--- src/hw/rtl/hcd_pkg.sv ---
`timescale 1ns / 1ps
// Shared types and constants of the Harris corner detector.
// Depends on nothing; the files that use it refer to it by scoped names.
package hcd_pkg;

   localparam int MaxWidth    = 1024;
   localparam int AddrBits    = 13;
   localparam int HistDepth   = 1 << AddrBits;
   localparam int CsrIdxBits  = 3;
   localparam int CsrDataBits = 32;
   localparam int RespBits    = 35;

   localparam logic [CsrIdxBits-1:0] REG_IMAGE_WIDTH   = 3'd0;
   localparam logic [CsrIdxBits-1:0] REG_IMAGE_HEIGHT  = 3'd1;
   localparam logic [CsrIdxBits-1:0] REG_WEIGHT_CORNER = 3'd2;
   localparam logic [CsrIdxBits-1:0] REG_WEIGHT_EDGE   = 3'd3;
   localparam logic [CsrIdxBits-1:0] REG_WEIGHT_CENTER = 3'd4;
   localparam logic [CsrIdxBits-1:0] REG_HARRIS_K      = 3'd5;
   localparam logic [CsrIdxBits-1:0] REG_THRESHOLD     = 3'd6;

   typedef struct packed {
      logic [15:0]        xx;
      logic [15:0]        yy;
      logic signed [16:0] xy;
   } prod_type;

   typedef struct packed {
      logic [15:0] w_corner;
      logic [15:0] w_edge;
      logic [15:0] w_center;
      logic [15:0] k;
   } coeff_type;

   typedef enum logic [2:0] {
      ST_IDLE,
      ST_CHECK,
      ST_LOAD,
      ST_DRAIN,
      ST_EMIT
   } state_type;

endpackage

--- src/hw/rtl/hcd_prod_cell.sv ---
`timescale 1ns / 1ps
// One cell of the gradient product chain: holds xx, yy and xy of one position.
// Uses hcd_pkg::prod_type.
module hcd_prod_cell (
   input  logic              clock,
   input  logic              shift_en,
   input  hcd_pkg::prod_type d,
   output hcd_pkg::prod_type q
);
   hcd_pkg::prod_type prod_ff;

   always_ff @(posedge clock) begin
      if (shift_en) begin
         prod_ff <= d;
      end
   end

   assign q = prod_ff;
endmodule

--- config.mk ---
export PLATFORM = sky130hd
export DESIGN_NAME = hcd_prod_cell
export DESIGN_NICKNAME = d
export VERILOG_FILES = /design/src/hw/rtl/hcd_pkg.sv /design/src/hw/rtl/hcd_prod_cell.sv
export SDC_FILE = /design/constraint.sdc
export NUM_CORES = 1
export LEC_CHECK = 0
export ABC_AREA = 1
export BUFFER_PORTS_ARGS = -buffer_cell sky130_fd_sc_hd__buf_2
export CELL_PAD_IN_SITES_DETAIL_PLACEMENT = 1
export CELL_PAD_IN_SITES_GLOBAL_PLACEMENT = 2
export CORE_MARGIN = 4
export CORE_UTILIZATION = 28
export DETAILED_ROUTE_END_ITERATION = 16
export GPL_TIMING_DRIVEN = 0
export PLACE_DENSITY = 0.8
export SYNTH_ARGS = -nofsm -noshare
export SYNTH_HDL_FRONTEND = slang
export SYNTH_SLANG_ARGS = --single-unit
--- constraint.sdc ---
create_clock -name clock -period 0.9 [get_ports clock]
set_input_delay 0.09 -clock clock [delete_from_list [all_inputs] [get_ports clock]]
set_output_delay 0.09 -clock clock [all_outputs]
set_load 0.03 [all_outputs]
== Yosys cells after proc, flatten, opt, wreduce, memory -nomap -nowiden ==
Cells that the tools add are included.
Storage, ports and cells
  register bits: 49
  bits of input ports: 51
  output and inout bits: 49
  word-level logic and storage cells: 3

== Longest topological paths before layout ==
Gate-level depths: netlist of run 1.
  depth in word-level cells: 0
  mapped depth: 0
  depth with buffers taken out: 0

== Worst setup path before layout of run 1 ==
OpenSTA, ideal clock, no wires.
  path kind: reg-to-output
  start: register prod_ff (netlist bit q[0])
  end: output port q[0] (netlist name)
  arrival: 0.496 ns
  data required time: 0.810 ns
  path slack: 0.314 ns
  stages on the path, launching flop included: 1
  path buffers: 0
  cell sequence: edfxtp_1
RTL lines
  start, declared: RTL line hcd_prod_cell.sv:10  | hcd_pkg::prod_type prod_ff;
  start signal, assigned: RTL line hcd_prod_cell.sv:14  | prod_ff <= d;
  end, declared: RTL line hcd_prod_cell.sv:8  | output hcd_pkg::prod_type q
No word-level cell between the ends.

== Worst setup path after layout of run 1 ==
  start: register prod_ff (netlist bit q[43])
  end: output port q[43] (netlist name)
No word-level cell between the ends.

==> run metrics, run 1 <==
Crit path max-delay family flip-flops; Initial Util 28.8%; crit path buf inv count 1; drt first pass iters 2; Placement Cell Area between 2000 and 2500 um^2; DP Cell Count 218; hold path cells 1; register area 1470 um^2; # fillers 488; Cell Chain, Critical Path buf_6; final setup margin -0.0575 ns; EDFF count, synth 49; Worst EP arrival 0.87 ns; Most used DFF post-synth edfxtp_1; htree depth 2; Yosys top cell area share 100%; adder-cell share of the synthesized area 0%; Min Hold Slack ~0.34 ns; simple logic cell fraction of the synthesized area 0%; Fmax 1040 MHz; share of layout cells above drive strength 1 50.7%; Synth Area in Compound Gates 0%; CP Max Fanout 1; ranking of synthesized cells by area edfxtp_1 (100%); mean post-synth cell area 30.0 um^2; final instance area 2930 um^2; Nets 255; ANT cells 0; post-synth cell types 1; remaining global-route overflow 0; CTS sink cnt 49; asr flop ratio synth 0%; Total Wirelength 4450 um; Worst Tran Pin Value 0.603 ns; Final period util 106%; Synth top cells by count edfxtp_1 (49); CP Capture Type output pin; unrepaired setup endpoints after global routing true; highest-delay cell along the critical path edfxtp_1; CTS tree yes; Rel. slew slack 59.8%; total track usage between 10% and 20%; mux share of post-synthesis cell area 0%; clock root buffer clkbuf_8; Final ANT Viol Nets 0; XOR/XNOR Fraction of Synth Area 0%; starting DRC count in detailed routing 17; synthesized area ~1500 um^2; deepest clock path buffer count 2; number of global-route vias before repair roughly 1,200; area occupied by multi-input gates 0 um^2; Avg WL per Cell between 15 and 20 um; comb_multi_in 0; GP Congestion roughly 0.66; Core Util, Final 57.4%; Vias 1,102; Post-Syn Nets 100; register bit total from synthesis just under 50; Warnings, synthesis 0; max-cap violations 0; WP depth 1; # IOs 100; die height 80.5 um; Tot Pwr between 0.005 and 0.006 W; Final Hold Fails 0; failing checks setup timing; PD cells about 1700 nW/um^2; Req. time, crit path 0.81 ns; Seq/Total Area, Yosys 100%; largest net degree at the start of global routing 50; die width 80.5 um; Layout Cells excl Fill 275; # setup viols final 49; Num CTS Buffers 5; Hold Crit Class input pin to flip-flop; Peak VDD IR 0.956 mV; Placeable Area 5110 um^2; clk slew on worst S/H paths 0.08 ns; critical path type flip-flop to output pin; outcome finished, violations left; die area ~6500 um^2; site row count 26; Min Clock Period, post-route 0.957 ns; Slew Limit Fails 0; Layout Area Growth over Synthesis 99.4%; Startpoint Class flip-flop; max reg flops 49; Vias/cell 4.01; leakage 1.22 nW; drt drc 0; global-route wire length before repair 6620 um; CP max stage delay 0.42 ns; Synth area leader edfxtp_1; Port Buffer Count 99; most frequent cell after synthesis edfxtp_1; initial antenna violation count 0; Syn Inst Count 49
## report_power, final
group,switching [W],internal (W)
registers,0.0000891,0.00272
clock network,0.000647,0.000553
logic,0.000532,0.000529
## worst paths after layout
| kind | start | end |
|---|---|---|
| max | q[43]$_DFFE_PP_ | q[43] |
| min | shift_en | q[28]$_DFFE_PP_ |
## cell families after synthesis
logic type / Yosys count
DFF: 49
## layer usage
metal  GRT usage (%)  wire length [um]  share of wire (%)
met5               0                 0                  0
met4            4.05                39               0.88
met3            4.48               297                6.7
met2            28.6              2680                 60
met1            13.8              1430                 32
## repair_timing
item | 4_1_cts | 5_1_grt
buffers inserted | 0 | 0
gates resized for setup | 99 | 0
endpoints found under the hold margin | 49 | 0
hold buffers | 49 | 0
setup endpoints to repair | 98 | 49
## cells in the final DEF, fill, tap and decap left out, drive strengths merged
| cell type | Yosys | layout |
|---|---|---|
| buf | 0 | 99 |
| clkbuf | 0 | 8 |
| dlygate4sd3 | 0 | 49 |
| edfxtp | 49 | 49 |
## metrics by stage
stage               setup TNS, ns  setup slack [ns]
floorplan                       0             0.314
global placement           -16.20            -0.333
detailed placement         -20.07            -0.412
CTS                         -1.70           -0.0691
global route                -3.42           -0.0943
finish                      -1.31           -0.0575
## cell type report
class,instances,share of cell area (%)
Sequential cell,49,50.1
Timing Repair Buffer,148,44.1
Tap cell,70,2.99
Clock buffer,8,2.73
(Power assumes the default switching activity.)
==> run 2, diff against run 1 <==
==> constraint.sdc (replaced) <==
create_clock -name clock -period 0.9 [get_ports clock]
set_input_delay 0.045 -clock clock [delete_from_list [all_inputs] [get_ports clock]]
set_output_delay 0.045 -clock clock [all_outputs]
set_load 0.03 [all_outputs]
==> run 2 against run 1 <==
- the run still ends with setup timing left
- fmax grew 5.6%
- power fell by 0.27%
- die area is the same
- critical path type unchanged
==> run metrics, run 2 (synthesis results as in run 1) <==
drt drc 0 (unchanged); most common cell after layout, fill and taps aside buf_2; # setup viols final 2 (-96%); Internal 0.00379 W (-0.11%); share of layout cells above drive strength 1 50.7% (unchanged); Vias/cell 3.97 (-0.82%); PD cells 1730 nW/um^2 (about the same); Sw Ratio 24.9% (-0.11 points); drt first pass iters 4 (+2); NetSw 0.00126 W (-0.72%); WHS Endpoint q[46]$_DFFE_PP_; Rel. slew slack 59.7% (-0.079 points); hold path cells 1 (unchanged); Nets 255 (unchanged); outcome finished, violations left; initial antenna violation count 0 (unchanged); Hold Path Origin shift_en; remaining global-route overflow 0 (unchanged); Final Hold Fails 0 (unchanged); max reg flops 49 (unchanged); Cell Chain, Critical Path buf_6; total track usage 13.6% (-0.79 points); Final ANT Viol Nets 0 (unchanged); Flop pwr share 55.5% (about the same); CP Max Fanout 1 (unchanged); number of global-route vias before repair 1,236 (-0.40%); CTS tree yes; Fmax 1100 MHz (+5.6%); max-cap violations 0 (unchanged); Placeable Area 5110 um^2 (unchanged); Logic pwr share 21.0% (about the same); starting DRC count in detailed routing 38 (+21); Initial Util 28.8% (unchanged); Avg WL per Cell 16.4 um (+1.1%); leakage 1.22 nW (-0.17%); die area 6480 um^2 (unchanged); global-route wire length before repair 6180 um (-6.8%); critical path type flip-flop to output pin; Num CTS Buffers 5 (unchanged); comb_multi_in 0 (unchanged); Crit path max-delay family flip-flops; htree depth 2 (unchanged); largest net degree at the start of global routing 50 (unchanged); Startpoint Class flip-flop; clock share of power 23.6% (about the same); Total Wirelength 4500 um (+1.1%); Hold Crit Class input pin to flip-flop; site row count 26 (unchanged); Tot Pwr 0.00505 W (-0.27%); setup TNS -0.0114 ns (+1.30 ns); Layout Area Growth over Synthesis 99.0%; clock root buffer clkbuf_8; crit path buf inv count 1 (unchanged); deepest clock path buffer count 2 (unchanged); commonest non-fill, non-tap cells in the layout buf_2 (50), dlygate4sd3_1 (49), edfxtp_1 (49); die width 80.5 um (unchanged); clk slew on worst S/H paths 0.08 ns (about the same); CP Capture Type output pin; Min Clock Period, post-route 0.906 ns (-0.0510 ns); Req. time, crit path 0.85 ns (+0.04 ns); ANT cells 0 (unchanged); Peak VDD IR 0.848 mV (-11%); unrepaired setup endpoints after global routing true; Port Buffer Count 99 (unchanged); Vias 1,093 (-0.82%); area occupied by multi-input gates 0 um^2 (unchanged); Final period util 101% (-5.7 points); CTS sink cnt 49 (unchanged); Worst EP arrival 0.86 ns (about the same); Worst Tran Pin Value 0.604 ns (+0.00119 ns); Slew Limit Fails 0 (unchanged); # IOs 100 (unchanged); CP max stage delay 0.41 ns (about the same); failing checks setup timing; die height 80.5 um (unchanged); final setup margin -0.00647 ns (+0.0510 ns); GP Congestion 0.663 (unchanged); highest-delay cell along the critical path edfxtp_1
[run 2: cell count changes in the layout (fill, tap and decap cells not counted)]
cell | before | now
buf_2 | 49 | 50
buf_6 | 49 | 48
[run 2: worst max path at each step]
stage,start,endpoint,slack (ns),cells past startpoint
floorplan,q[0]$_DFFE_PP_,q[0],0.36,0
global placement,shift_en,q[18]$_DFFE_PP_,-0.29,1
detailed placement,shift_en,q[34]$_DFFE_PP_,-0.37,1
CTS,q[1]$_DFFE_PP_,q[1],-0.02,1
global route,q[31]$_DFFE_PP_,q[31],-0.05,1
finish,q[48]$_DFFE_PP_,q[48],-0.006,1
[run 2: area by class of cell]
cell class | instances | area [um^2]
tap | 70 | 87.6
clock buffer | 8 | 80.1
sequential | 49 | 1470
fill | 487 | 2180
timing repair buffer | 148 | 1290
[run 2: per-layer routing]
metal	global-route usage, %	wire (um)
met5	0	0
met4	4.05	54
met3	4.60	328
met2	27.6	2720
met1	12.3	1400
[run 2: power groups by stage]
stage          registers (W)  clock network (W)  logic [W]
4_1_cts              0.00277            0.00124   0.000941
2_1_floorplan        0.00318                  0          0
3_5_place_dp         0.00281                  0   0.000690
6_report             0.00280            0.00119    0.00106
5_1_grt              0.00282            0.00135    0.00111
3_3_place_gp         0.00279                  0   0.000674
[run 2: stage by stage]
| stage | setup slack, ns | area, um^2 | cells | hold slack [ns] | utilization, % |
|---|---|---|---|---|---|
| detailed placement | -0.367 | 2050 | 218 | 0.223 | 40.2 |
| global route | -0.0478 | 2930 | 275 | 0.302 | 57.3 |
| floorplan | 0.359 | 1470 | 49 | 0.144 | - |
| CTS | -0.0241 | 2750 | 275 | 0.294 | 53.9 |
| finish | -0.00647 | 2930 | 275 | 0.290 | 57.3 |
| global placement | -0.288 | 2050 | 218 | 0.221 | 40.2 |
[run 2: what timing repair did]
action	in CTS	in global routing
hold buffers	49	0
setup endpoints to repair	71	48
resized for setup	42	81
endpoints found under the hold margin	49	0
setup buffers	0	0
